===== config.mk =====
export PLATFORM = sky130hd
export DESIGN_NAME = expression_syntax_checker_unit
export DESIGN_NICKNAME = d
export VERILOG_FILES = /design/src/design/esc_pkg.sv /design/src/design/expression_syntax_checker_unit.sv
export VERILOG_INCLUDE_DIRS = /design/src /design/src/design
export SDC_FILE = /design/constraint.sdc
export NUM_CORES = 1
export LEC_CHECK = 0
export ABC_AREA = 1
export BUFFER_PORTS_ARGS = -buffer_cell sky130_fd_sc_hd__buf_2
export CELL_PAD_IN_SITES_DETAIL_PLACEMENT = 1
export CELL_PAD_IN_SITES_GLOBAL_PLACEMENT = 1
export CORE_UTILIZATION = 50
export CTS_BUF_LIST = sky130_fd_sc_hd__clkbuf_4
export DETAILED_ROUTE_END_ITERATION = 7
export PLACE_DENSITY_LB_ADDON = 0.1
export SLEW_MARGIN = 10
export SYNTH_ARGS = -nofsm -noshare
export SYNTH_HDL_FRONTEND = slang
export SYNTH_SLANG_ARGS = --single-unit

===== constraint.sdc =====
create_clock -name clk_i -period 5.85 [get_ports clk_i]
set_input_delay 1.17 -clock clk_i [delete_from_list [all_inputs] [get_ports clk_i]]
set_output_delay 1.17 -clock clk_i [all_outputs]
set_load 0.01 [all_outputs]

===== src/design/assert_macros.svh =====
// ----------------------------------------------------------------------------
// Assertion macros
// Shared concurrent assertion shorthands, clocked and disabled in reset.
// ----------------------------------------------------------------------------
`ifndef ASSERT_MACROS_SVH
`define ASSERT_MACROS_SVH

// Same-cycle implication.
`define ESC_ASSERT_IMP(label, clk, rst_n, ante, cons, msg) \
  label: assert property (@(posedge clk) disable iff (!rst_n) (ante) |-> (cons)) \
    else $error(msg);

// Next-cycle implication.
`define ESC_ASSERT_NXT(label, clk, rst_n, ante, cons, msg) \
  label: assert property (@(posedge clk) disable iff (!rst_n) (ante) |=> (cons)) \
    else $error(msg);

`endif


===== src/design/esc_pkg.sv =====
// ----------------------------------------------------------------------------
// Expression syntax checker package
// Status codes, divisor scan phases and character constants.
// ----------------------------------------------------------------------------
package esc_pkg;

  localparam int unsigned MaxLenDefault = 256;
  localparam int unsigned PosW          = 9;

  typedef enum logic [2:0] {
    StOk      = 3'd0,
    StEmpty   = 3'd1,
    StBadChar = 3'd2,
    StClose   = 3'd3,
    StDouble  = 3'd4,
    StEndOp   = 3'd5,
    StUnbal   = 3'd6,
    StDivZero = 3'd7
  } status_e;

  // Divisor run after '/': opening parens, optional minus sign, integer, fraction
  typedef enum logic [2:0] {
    PhIdle  = 3'd0,
    PhParen = 3'd1,
    PhSign  = 3'd2,
    PhInt   = 3'd3,
    PhFrac  = 3'd4
  } phase_e;

  localparam logic [7:0] ChPlus   = 8'h2B;
  localparam logic [7:0] ChMinus  = 8'h2D;
  localparam logic [7:0] ChStar   = 8'h2A;
  localparam logic [7:0] ChSlash  = 8'h2F;
  localparam logic [7:0] ChCaret  = 8'h5E;
  localparam logic [7:0] ChV      = 8'h76;
  localparam logic [7:0] ChOpen   = 8'h28;
  localparam logic [7:0] ChClose  = 8'h29;
  localparam logic [7:0] ChDot    = 8'h2E;
  localparam logic [7:0] ChComma  = 8'h2C;
  localparam logic [7:0] ChX      = 8'h78;
  localparam logic [7:0] ChY      = 8'h79;
  localparam logic [7:0] Ch0      = 8'h30;
  localparam logic [7:0] Ch9      = 8'h39;
  localparam logic [7:0] ChSpace  = 8'h20;
  localparam logic [7:0] ChTab    = 8'h09;
  localparam logic [7:0] ChCr     = 8'h0D;
  localparam logic [7:0] ChUpA    = 8'h41;
  localparam logic [7:0] ChUpZ    = 8'h5A;
  localparam logic [7:0] CaseBit  = 8'h20;

endpackage


===== src/design/expression_syntax_checker_unit.sv =====
// ----------------------------------------------------------------------------
// Expression syntax checker unit
// Streams an equation byte by byte and reports its first syntax error.
// ----------------------------------------------------------------------------
// One byte enters per transaction and one byte is taken every cycle; the
// block never stalls on ordinary characters. Spaces, tabs and CR are dropped
// and A-Z lowercased before checking. A transaction with is_end_i set closes
// the equation: after the input register and the result register a single
// result transaction carries the first error code and its position in the
// cleaned text (0 when all is well), and the checker is back in its reset
// state for the next equation. The whole state update for one byte sits
// between the input register and the result register. An end marker waits
// in the input register only while the previous result is still held by
// out_stall_i. Position and depth counters saturate at MaxLen; positions
// are reported in nine bits.
// ----------------------------------------------------------------------------
`include "assert_macros.svh"

module expression_syntax_checker_unit #(
  parameter int unsigned MaxLen = esc_pkg::MaxLenDefault
) (
  input  logic                     clk_i,
  input  logic                     rst_ni,
  input  logic                     in_valid_i,
  output logic                     in_stall_o,
  input  logic [7:0]               ch_i,
  input  logic                     is_end_i,
  output logic                     out_valid_o,
  input  logic                     out_stall_i,
  output logic [2:0]               status_o,
  output logic [esc_pkg::PosW-1:0] error_position_o
);

  localparam int unsigned CntW = $clog2(MaxLen + 1);
  localparam int unsigned PadW = (CntW > esc_pkg::PosW) ? CntW : esc_pkg::PosW;

  // Saturating increment shared by the position and depth counters
  function automatic logic [CntW-1:0] inc_sat(input logic [CntW-1:0] v);
    return (v < CntW'(MaxLen)) ? CntW'(v + 1'b1) : CntW'(MaxLen);
  endfunction

  function automatic logic [esc_pkg::PosW-1:0] pos_out(input logic [CntW-1:0] v);
    logic [PadW-1:0] wide;
    wide = PadW'(v);
    return wide[esc_pkg::PosW-1:0];
  endfunction

  // --------------------------------------------------------------------------
  // Input register
  // --------------------------------------------------------------------------
  logic       in_vld_q, in_vld_d;
  logic [7:0] ch_q, ch_d;
  logic       end_q, end_d;
  logic       adv;

  // Result register
  logic                     out_vld_q, out_vld_d;
  esc_pkg::status_e         status_q, status_d;
  logic [esc_pkg::PosW-1:0] opos_q, opos_d;

  // Checker state
  logic [CntW-1:0]  cnt_q, cnt_d;
  logic [CntW-1:0]  depth_q, depth_d;
  logic             last_op_q, last_op_d;
  logic             last_bin_q, last_bin_d;
  esc_pkg::status_e err_q, err_d;
  logic [CntW-1:0]  epos_q, epos_d;
  esc_pkg::phase_e  phase_q, phase_d;
  logic             saw_dig_q, saw_dig_d;
  logic             saw_nz_q, saw_nz_d;
  logic [CntW-1:0]  slash_q, slash_d;
  logic             pend_q, pend_d;

  // An end marker may only move on once the result register is free
  assign adv        = in_vld_q && !(end_q && out_vld_q && out_stall_i);
  assign in_stall_o = in_vld_q && !adv;

  always_comb begin
    in_vld_d = in_vld_q;
    ch_d     = ch_q;
    end_d    = end_q;
    if (in_valid_i && !in_stall_o) begin
      in_vld_d = 1'b1;
      ch_d     = ch_i;
      end_d    = is_end_i;
    end else if (adv) begin
      in_vld_d = 1'b0;
    end
  end

  // --------------------------------------------------------------------------
  // Character classification
  // --------------------------------------------------------------------------
  logic [7:0]      c;
  logic            is_skip, is_dig, is_binop, is_allowed;
  esc_pkg::phase_e scan_nxt;

  assign c = (ch_q inside {[esc_pkg::ChUpA:esc_pkg::ChUpZ]}) ? (ch_q | esc_pkg::CaseBit)
                                                              : ch_q;
  assign is_skip  = (ch_q == esc_pkg::ChSpace) || (ch_q == esc_pkg::ChTab)
                 || (ch_q == esc_pkg::ChCr);
  assign is_dig   = c inside {[esc_pkg::Ch0:esc_pkg::Ch9]};
  assign is_binop = c inside {esc_pkg::ChPlus, esc_pkg::ChMinus, esc_pkg::ChStar,
                              esc_pkg::ChSlash, esc_pkg::ChCaret, esc_pkg::ChV};
  assign is_allowed = is_dig || is_binop
                   || (c inside {esc_pkg::ChDot, esc_pkg::ChComma, esc_pkg::ChX,
                                 esc_pkg::ChY, esc_pkg::ChOpen, esc_pkg::ChClose});

  // Where the divisor run goes with this character; idle means it has ended
  always_comb begin
    scan_nxt = esc_pkg::PhIdle;
    case (phase_q)
      esc_pkg::PhParen: begin
        if (c == esc_pkg::ChOpen)       scan_nxt = esc_pkg::PhParen;
        else if (c == esc_pkg::ChMinus) scan_nxt = esc_pkg::PhSign;
        else if (is_dig)                scan_nxt = esc_pkg::PhInt;
        else if (c == esc_pkg::ChDot)   scan_nxt = esc_pkg::PhFrac;
      end
      esc_pkg::PhSign, esc_pkg::PhInt: begin
        if (is_dig)                     scan_nxt = esc_pkg::PhInt;
        else if (c == esc_pkg::ChDot)   scan_nxt = esc_pkg::PhFrac;
      end
      esc_pkg::PhFrac: begin
        if (is_dig)                     scan_nxt = esc_pkg::PhFrac;
      end
      default: scan_nxt = esc_pkg::PhIdle;
    endcase
  end

  // --------------------------------------------------------------------------
  // State update, one cleaned character per cycle
  // --------------------------------------------------------------------------
  logic             stop;
  esc_pkg::status_e fin_err;
  logic [CntW-1:0]  fin_pos;

  always_comb begin
    cnt_d      = cnt_q;
    depth_d    = depth_q;
    last_op_d  = last_op_q;
    last_bin_d = last_bin_q;
    err_d      = err_q;
    epos_d     = epos_q;
    phase_d    = phase_q;
    saw_dig_d  = saw_dig_q;
    saw_nz_d   = saw_nz_q;
    slash_d    = slash_q;
    pend_d     = pend_q;
    out_vld_d  = out_vld_q && out_stall_i;
    status_d   = status_q;
    opos_d     = opos_q;
    stop       = 1'b0;
    fin_err    = err_q;
    fin_pos    = epos_q;

    if (adv && end_q) begin
      // Close a divisor run still open at the end marker
      if (phase_q != esc_pkg::PhIdle && err_q == esc_pkg::StOk) begin
        if (saw_dig_q && !saw_nz_q) begin
          fin_err = esc_pkg::StDivZero;
          fin_pos = inc_sat(slash_q);
        end else if (pend_q) begin
          fin_err = esc_pkg::StDouble;
          fin_pos = slash_q;
        end
      end
      out_vld_d = 1'b1;
      if (fin_err != esc_pkg::StOk) begin
        status_d = fin_err;
        opos_d   = pos_out(fin_pos);
      end else if (cnt_q == '0) begin
        status_d = esc_pkg::StEmpty;
        opos_d   = '0;
      end else if (last_bin_q) begin
        status_d = esc_pkg::StEndOp;
        opos_d   = pos_out(CntW'(cnt_q - 1'b1));
      end else if (depth_q != '0) begin
        status_d = esc_pkg::StUnbal;
        opos_d   = pos_out(cnt_q);
      end else begin
        status_d = esc_pkg::StOk;
        opos_d   = '0;
      end
      // Back to reset state for the next equation
      cnt_d      = '0;
      depth_d    = '0;
      last_op_d  = 1'b1;
      last_bin_d = 1'b0;
      err_d      = esc_pkg::StOk;
      epos_d     = '0;
      phase_d    = esc_pkg::PhIdle;
      saw_dig_d  = 1'b0;
      saw_nz_d   = 1'b0;
      slash_d    = '0;
      pend_d     = 1'b0;
    end else if (adv && !is_skip) begin
      cnt_d = inc_sat(cnt_q);
      if (err_q == esc_pkg::StOk) begin
        if (phase_q != esc_pkg::PhIdle) begin
          if (scan_nxt != esc_pkg::PhIdle) begin
            phase_d = scan_nxt;
            if (is_dig) begin
              saw_dig_d = 1'b1;
              if (c != esc_pkg::Ch0) saw_nz_d = 1'b1;
            end
          end else begin
            // Run over: judge it before this character is checked
            phase_d   = esc_pkg::PhIdle;
            saw_dig_d = 1'b0;
            saw_nz_d  = 1'b0;
            pend_d    = 1'b0;
            if (saw_dig_q && !saw_nz_q) begin
              err_d  = esc_pkg::StDivZero;
              epos_d = inc_sat(slash_q);
              stop   = 1'b1;
            end else if (pend_q) begin
              err_d  = esc_pkg::StDouble;
              epos_d = slash_q;
              stop   = 1'b1;
            end
          end
        end

        if (!stop) begin
          if (!is_allowed) begin
            err_d  = esc_pkg::StBadChar;
            epos_d = cnt_q;
          end else if (c == esc_pkg::ChClose && depth_q == '0) begin
            err_d  = esc_pkg::StClose;
            epos_d = cnt_q;
          end else if (is_binop && c != esc_pkg::ChSlash && c != esc_pkg::ChMinus
                       && last_op_q) begin
            err_d  = esc_pkg::StDouble;
            epos_d = cnt_q;
          end else begin
            if (c == esc_pkg::ChOpen)  depth_d = inc_sat(depth_q);
            if (c == esc_pkg::ChClose) depth_d = CntW'(depth_q - 1'b1);
            if (is_binop) begin
              if (c == esc_pkg::ChSlash) begin
                // Start a fresh divisor run; a double operator here waits for it
                phase_d   = esc_pkg::PhParen;
                saw_dig_d = 1'b0;
                saw_nz_d  = 1'b0;
                slash_d   = cnt_q;
                pend_d    = last_op_q;
              end
              last_op_d = 1'b1;
            end else if (c != esc_pkg::ChOpen && c != esc_pkg::ChComma) begin
              last_op_d = 1'b0;
            end
            last_bin_d = is_binop;
          end
        end
      end
    end
  end

  always_ff @(posedge clk_i or negedge rst_ni) begin
    if (!rst_ni) begin
      in_vld_q   <= 1'b0;
      out_vld_q  <= 1'b0;
      cnt_q      <= '0;
      depth_q    <= '0;
      last_op_q  <= 1'b1;
      last_bin_q <= 1'b0;
      err_q      <= esc_pkg::StOk;
      epos_q     <= '0;
      phase_q    <= esc_pkg::PhIdle;
      saw_dig_q  <= 1'b0;
      saw_nz_q   <= 1'b0;
      slash_q    <= '0;
      pend_q     <= 1'b0;
    end else begin
      in_vld_q   <= in_vld_d;
      out_vld_q  <= out_vld_d;
      cnt_q      <= cnt_d;
      depth_q    <= depth_d;
      last_op_q  <= last_op_d;
      last_bin_q <= last_bin_d;
      err_q      <= err_d;
      epos_q     <= epos_d;
      phase_q    <= phase_d;
      saw_dig_q  <= saw_dig_d;
      saw_nz_q   <= saw_nz_d;
      slash_q    <= slash_d;
      pend_q     <= pend_d;
    end
  end

  // Payload registers, no reset needed
  always_ff @(posedge clk_i) begin
    ch_q     <= ch_d;
    end_q    <= end_d;
    status_q <= status_d;
    opos_q   <= opos_d;
  end

  assign out_valid_o      = out_vld_q;
  assign status_o         = status_q;
  assign error_position_o = opos_q;

  // --------------------------------------------------------------------------
  // Assertions
  // --------------------------------------------------------------------------
  `ESC_ASSERT_IMP(a_err_no_scan, clk_i, rst_ni, err_q != esc_pkg::StOk,
                  phase_q == esc_pkg::PhIdle, "divisor scan open after an error")
  `ESC_ASSERT_IMP(a_pend_in_scan, clk_i, rst_ni, pend_q,
                  phase_q != esc_pkg::PhIdle, "held double op with no divisor scan")
  `ESC_ASSERT_IMP(a_nz_has_dig, clk_i, rst_ni, saw_nz_q, saw_dig_q,
                  "nonzero digit flagged without any digit")
  `ESC_ASSERT_IMP(a_depth_le_cnt, clk_i, rst_ni, 1'b1, depth_q <= cnt_q,
                  "paren depth exceeds character count")
  `ESC_ASSERT_IMP(a_ok_pos_zero, clk_i, rst_ni,
                  out_vld_q && status_q == esc_pkg::StOk, opos_q == '0,
                  "ok result with nonzero position")
  `ESC_ASSERT_NXT(a_end_clears, clk_i, rst_ni, adv && end_q,
                  cnt_q == '0 && err_q == esc_pkg::StOk && out_vld_q,
                  "end marker did not produce a result and clear state")

endmodule

==> results of run 1 <==
[worst paths after layout]
path	startpoint	end	slack (ns)	cells past startpoint
min in group asynchronous	rst_ni	phase_q[1]	0.84	2
worst min register to register	last_op_q	last_op_q	0.51	2
worst max register to register	ch_q[2]	phase_q[2]	1.91	8
worst min-delay path	last_op_q	last_op_q	0.51	2
worst max-delay path	out_stall_i	phase_q[2]	1.83	8
max in group asynchronous	rst_ni	slash_q[2]	4.55	2
[state kept, by name, summed over array words and instances (netlist names)]
| name | flops |
|---|---|
| status_o | 3 |
| err_q | 3 |
| depth_q | 9 |
| ch_q | 8 |
| saw_dig_q | 1 |
| phase_q | 3 |
| in_vld_q | 1 |
| pend_q | 1 |
| end_q | 1 |
| out_valid_o | 1 |
| cnt_q | 9 |
| last_op_q | 1 |
| error_position_o | 9 |
| last_bin_q | 1 |
| saw_nz_q | 1 |
| epos_q | 9 |
| slash_q | 9 |
[final cells by class]
class | count | area [um^2] | area share, %
Multi-Input combinational cell | 481 | 2412 | 47.86
Sequential cell | 70 | 1858 | 36.87
Inverter | 82 | 309.0 | 6.132
Timing Repair Buffer | 27 | 137.6 | 2.731
Tap cell | 108 | 135.1 | 2.681
Clock inverter | 6 | 110.1 | 2.185
Clock buffer | 10 | 75.07 | 1.490
Antenna cell | 1 | 2.502 | 0.04965
[cell families after synthesis]
group,after synthesis,share of synthesized area (%)
flops,70,39.70
buf+inv,102,8.767
xor+xnor,12,2.245
compound gates,115,14.19
fa+ha+maj,6,1.604
simple gates,348,33.49
[report_power, final]
| group | switching (mW) | internal [mW] |
|---|---|---|
| Combinational | 0.495 | 0.234 |
| Clock | 0.195 | 0.222 |
| Sequential | 0.124 | 0.615 |
[critical path: stages]
cell and delay [ns]:
buf_2 0.12, nand3_1 0.08, nand2_1 0.07, a21oi_1 0.69, nand2_1 0.60, nor2_1 1.10
nand2_1 0.22, o32ai_1 0.28
[through the flow]
stage	hold slack, ns	cells	power, mW
4_1_cts	0.5145	784	1.867
5_1_grt	0.5409	785	2.001
6_report	0.5109	785	1.885
3_5_place_dp	0.4974	768	1.442
2_1_floorplan	0.4654	653	1.215
3_3_place_gp	0.4890	768	1.400
[metal layers]
| layer | up-vias | global-route usage [%] | routed length (um) |
|---|---|---|---|
| met5 | - | 0 | 0 |
| met4 | 0 | 11.25 | 289 |
| met3 | 28 | 4.610 | 899 |
| met2 | 178 | 52.56 | 7154 |
| met1 | 2324 | 43.68 | 6431 |
| li1 | 2208 | - | - |
[cells in the final DEF, fill, tap and decap left out, types with 5 or more instances in the layout]
master	instances
inv_1	75
nand3_1	58
edfxtp_1	21
nand2_2	5
buf_2	26
inv_2	6
nand4_1	8
nor2_1	54
nand2_1	182
dfrtp_1	48
nand2_4	6
o22ai_1	7
xor2_1	10
ha_1	6
nor3_1	16
clkbuf_4	10
o21ai_1	20
o21ai_0	41
a21oi_1	21
==> summary.md, run 1 <==
| Metric | Value |
|---|---|
| Via density | 6.036 |
| Post-synth top area cell | dfrtp_1 |
| Num CTS Buffers | 9 |
| H-tree levels | 3 |
| CP arrival | 4.35 ns |
| Final Setup Violations | 0 |
| Status | complete, no violations |
| Clk buf depth | 2 |
| Die extent in x | 98.76 um |
| Post-Syn Instances | 653 |
| Relative slew slack | 17.72% |
| Ports | 27 |
| Port bufs | 26 |
| Worst endpoint required time | 6.18 ns |
| Die ar. | 9753 um^2 |
| FP Rows | 34 |
| CORE AREA | 8891 um^2 |
| Critical Path Sink Type | flop |
| Max Clock Skew | 0.02023 ns |
| Setup Slack @ Placement | 1.467 ns |
| Post-synthesis sequential area ratio | 39.70% |
| Avg Cell Area, Syn | 7.168 um^2 |
| CTS tree | yes |
| Fmax | 248.6 MHz |
| Routed vias | 4738 |
| Layout Nets | 690 |
| Synth top area share | 25.66% |
| Largest net degree at the start of global routing | 50 |
| Peak supply drop | 0.1362 mV |
| Cell variety after synth | 46 |
| Most frequent cell after synthesis | nand2_1 |
| Synth Cell Area | 4681 um^2 |
| CTS Hold Buffers Added | 0 |
| Cell Area, Placed | 4852 um^2 |
| Top cells by count, synth | nand2_1 (182), inv_1 (75), nand3_1 (58), nor2_1 (54), dfrtp_1 (48) |
| Final Critical Period | 4.022 ns |
| Yosys warnings | 0 |
| Ys async rst share | 70.00% |
| Post-synth EDFFs | 21 |
| Routed Wire Length | 14.77 mm |
| Initial core utilization | 52.65% |
| Syn Nets | 672 |
| Crit Path Class | input pin to flop |
| Worst Hold Class | flop to flop |
| Area delta synth->final | 7.672% |
| Per-cell routed wire length | 18.82 um |
| Grt ovf | 0 |
| Type of origin of the critical path | input pin |
| Slew @ Worst Pin | 1.230 ns |
| Post-CTS Setup Inserts | 0 |
| CTS-repair resized insts | 0 |
| CTS clk-pin slew, worst paths | 0.11 ns |
| Layout cells sized above 1 | 11.09% |
| Drt pass-1 iters | 5 |
| Synth Flop Type | dfrtp_1 |
| GP Congestion | 0.9292 |
| Worst-path fanout max | 17 |
| Pleak | 2.404 nW |
| DRC errors left | 0 |
| Final Cell Area | 5040 um^2 |
| Slew Limit Fails | 0 |
| Final period util | 68.76% |
| CTS Sinks | 70 |
| HPWL Detailed | 10.53 mm |
| Synth Register Bits | 70 |
| Layout Utilization | 56.68% |
| Iteration-0 DRC Markers | 246 |
| Final number of hold-violating endpoints | 0 |
| CTS root buffer | clkbuf_4 |
| Top cells by area, synth | dfrtp_1 (26%), nand2_1 (15%), edfxtp_1 (13%) |
| Pwr dens | 374.1 nW/um^2 |
| Setup tns final | 0 ns |
| Initial antenna violation count | 1 |
| Clk_lat worst skew | 0.44 ns |
| Die height | 98.76 um |
| Detail Route Antenna Nets | 0 |
| Max Cap Violations | 0 |
| First-pass GRT wire length | 24.36 mm |
| Final WS setup | 1.828 ns |
| RSZ-0062 raised after global routing | no |
| Vias in the first global route | 4779 |
| Fillers | 1192 |
| Total GRT Usage | 32.13% |
No activity file was read; power rests on OpenSTA's default activity.
==> run 2: changes to the inputs <==
ABC_AREA = 0   (was 1)
CORE_UTILIZATION = 49   (was 50)
clock period = 3.9 ns   (was 5.85 ns; I/O delays follow)
==> summary.md, run 2 <==
| Metric | Value |
|---|---|
| Cell Area, Placed | 4586 um^2 (-5.5%) |
| Pleak | 1.804 nW (-25%) |
| Setup Slack @ Placement | 0.6868 ns (-0.7800 ns) |
| CP arrival | 3.50 ns (-0.85 ns) |
| GP Congestion | 0.9135 (-1.7%) |
| CTS clk-pin slew, worst paths | 0.13 ns (+0.02 ns) |
| Num CTS Buffers | 9 (unchanged) |
| Pwr dens | 396.1 nW/um^2 (+5.9%) |
| Worst Setup EP | slash_q[0] |
| Final number of hold-violating endpoints | 0 (unchanged) |
| Clk_lat worst skew | 0.43 ns (about the same) |
| Ys async rst share | 70.00% (unchanged) |
| Simple-gate share of the synthesized area | 23.10% (-10 points) |
| Final Setup Violations | 0 (unchanged) |
| Post-synth EDFFs | 21 (unchanged) |
| Compound-cell area share of the yosys netlist | 24.12% (+9.9 points) |
| Largest net degree at the start of global routing | 29 (-42%) |
| CTS root buffer | clkbuf_4 |
| Synth Register Bits | 70 (unchanged) |
| Most frequent cell after synthesis | dfrtp_1 |
| CORE AREA | 8721 um^2 (-1.9%) |
| Final Cell Area | 4746 um^2 (-5.8%) |
| Per-cell routed wire length | 21.59 um (+15%) |
| Post-CTS Setup Inserts | 0 (unchanged) |
| Final Critical Period | 3.145 ns |
| Die ar. | 9416 um^2 (-3.5%) |
| Routed vias | 3992 (-16%) |
| First-pass GRT wire length | 21.78 mm (-11%) |
| Global-route met2 utilization | 49.51% (-3.0 points) |
| Most frequent cells in the layout | dfrtp_1 (48), nand2_1 (32), nor2_1 (32), o21ai_0 (29), buf_2 (26) |
| Die height | 97.04 um (-1.7%) |
| Post-Syn Instances | 471 (-28%) |
| Clk buf depth | 2 (unchanged) |
| Layout cells sized above 1 | 12.99% (+1.9 points) |
| Final period util | 80.65% |
| Ports | 27 (unchanged) |
| Slew Limit Fails | 0 (unchanged) |
| Worst Hold Class | input pin to asynchronous set/reset pin |
| Port bufs | 26 (unchanged) |
| Fmax | 317.9 MHz |
| Top cells by area, synth | dfrtp_1 (27%), edfxtp_1 (14%), o21ai_0 (3.3%) |
| Grt ovf | 0 (unchanged) |
| Layout Utilization | 54.42% (-2.3 points) |
| Via density | 6.732 (+12%) |
| Iteration-0 DRC Markers | 248 (+0.81%) |
| Drt pass-1 iters | 5 (unchanged) |
| Area delta synth->final | 7.238% |
| HPWL Detailed | 9.338 mm (-11%) |
| CTS-repair resized insts | 0 (unchanged) |
| Worst R2R Start | ch_q[3] |
| Routed Wire Length | 12.81 mm (-13%) |
| Yosys warnings | 0 (unchanged) |
| Setup tns final | 0 ns (unchanged) |
| H-tree levels | 3 (unchanged) |
| XOR/XNOR share of the synthesized area | 1.979% (-0.27 points) |
| Relative slew slack | 21.07% (+3.4 points) |
| Synth Cell Area | 4425 um^2 (-5.5%) |
| RR Endpoint | slash_q[0] |
| Max Clock Skew | 0.03203 ns (+0.01180 ns) |
| Initial antenna violation count | 0 (-1) |
| Cell variety after synth | 75 (+63%) |
| DRC errors left | 0 (unchanged) |
| Critical Path Sink Type | flop |
| Post-synthesis sequential area ratio | 41.98% (+2.3 points) |
| CTS Sinks | 70 (unchanged) |
| Status | complete, no violations |
| Setup crit start | ch_q[3] |
| R2R cell count | 6 (-2) |
| CTS Hold Buffers Added | 0 (unchanged) |
| CTS tree | yes |
| FP Rows | 34 (unchanged) |
| N_diodes | 0 (-1) |
| Detail Route Antenna Nets | 0 (unchanged) |
| Worst-path fanout max | 14 (-3) |
| Initial core utilization | 50.75% (-1.9 points) |
| RSZ-0062 raised after global routing | no |
| GRT met3 Usage | 4.552% (-0.058 points) |
| Post-synthesis mux area share | 2.290% (+2.3 points) |
| Synth top area share | 27.14% (+1.5 points) |
| M1 GR Usage | 37.65% (-6.0 points) |
| Worst endpoint required time | 4.26 ns (-1.92 ns) |
| Final WS setup | 0.7546 ns (-1.073 ns) |
| Commonest non-fill, non-tap cell in the layout | dfrtp_1 |
| Largest family of logic cells by synthesized area | compound AO/OA/AOI/OAI gates |
| Peak supply drop | 0.1582 mV (+16%) |
| Avg Cell Area, Syn | 9.396 um^2 (+31%) |
| Slew @ Worst Pin | 1.179 ns (-0.05098 ns) |
| Layout Nets | 499 (-28%) |
| Synth Flop Type | dfrtp_1 |
| Syn Nets | 490 (-27%) |
| Global routing's busiest layer | met2 |
| Total GRT Usage | 28.95% (-3.2 points) |
| Top cells by count, synth | dfrtp_1 (48), nand2_1 (32), nor2_1 (32), o21ai_0 (29), clkbuf_1 (24) |
| Die extent in x | 97.04 um (-1.7%) |
| Type of origin of the critical path | flop |
| Post-synth top area cell | dfrtp_1 |
| Vias in the first global route | 4149 (-13%) |
| Crit Path Class | flop to flop |
| Reg2reg setup slack | 0.75 ns (-1.16 ns) |
| Max Cap Violations | 0 (unchanged) |
| Post-Synth Adder-Cell Area | 1.696% (+0.093 points) |
## run 2: cell count changes in the layout (fill, tap and decap cells not counted), moves of 7 or more
cell      change
nand2_1     -150
o21ai_1      -20
xor2_1        -7
nand4_1       +9
and3_1        +9
o31ai_1      +10
mux2i_1       +9
a22o_1       +12
o21ai_0      -12
o221ai_1      +8
nand3_1      -42
nand2b_1     +10
inv_1        -55
nor2_1       -22
## run 2: routing by layer
layer / wire length [um] / share of wire (%) / vias up
li1: - / - / 1833
met1: 5629 / 44 / 2032
met2: 6560 / 51 / 111
met3: 483 / 3.8 / 16
met4: 131 / 1.0 / 0
met5: 0 / 0 / -
## run 2: power breakdown
part	internal [mW]	leakage, nW	total [mW]	switching (mW)
combinational	0.146	0.876	0.393	0.246
clock	0.267	0.0873	0.546	0.279
sequential	0.831	0.841	0.942	0.110
total	1.24	1.80	1.88	0.635
## run 2: logic make-up (layout without fill, tap and decap cells)
logic type | count (synthesis) | in the layout
fa+ha+maj | 6 | 6
xor+xnor | 10 | 10
compound gates | 142 | 142
mux | 10 | 10
buf+inv | 53 | 67
flops | 70 | 70
simple gates | 180 | 180
## run 2: area by class of cell
cell class / instances / area (um^2)
clock buffers: 10 / 75.07
clock inverters: 6 / 85.08
fillers: 1002 / 3975
inverters: 21 / 78.83
multi-input cells: 348 / 2354
flip-flops and latches: 70 / 1858
well taps: 108 / 135.1
repair buffers: 30 / 160.2
## run 2: how the worst min path moves through the flow
stage | endpoint | cells past startpoint | start
floorplan | cnt_q[0] | 0 | rst_ni
global route | slash_q[4] | 1 | rst_ni
global placement | saw_nz_q | 1 | saw_nz_q
CTS | saw_nz_q | 1 | rst_ni
detailed placement | saw_dig_q | 1 | saw_dig_q
finish | epos_q[3] | 1 | rst_ni
## run 2: through the flow
stage | instances | hold WS (ns) | total power, mW
global route | 593 | 0.3733 | 1.971
global placement | 577 | 0.5132 | 1.317
finish | 593 | 0.3352 | 1.880
floorplan | 471 | 0.4828 | 1.188
detailed placement | 577 | 0.5198 | 1.343
CTS | 593 | 0.3443 | 1.885
## run 2: critical path, cell delays in order, from the launching register on
cell,delay [ns]
edfxtp_1,0.58
nand2_1,0.23
and4_1,0.26
o211ai_1,0.45
o211ai_1,0.59
nor4b_4,0.74
a22o_1,0.24
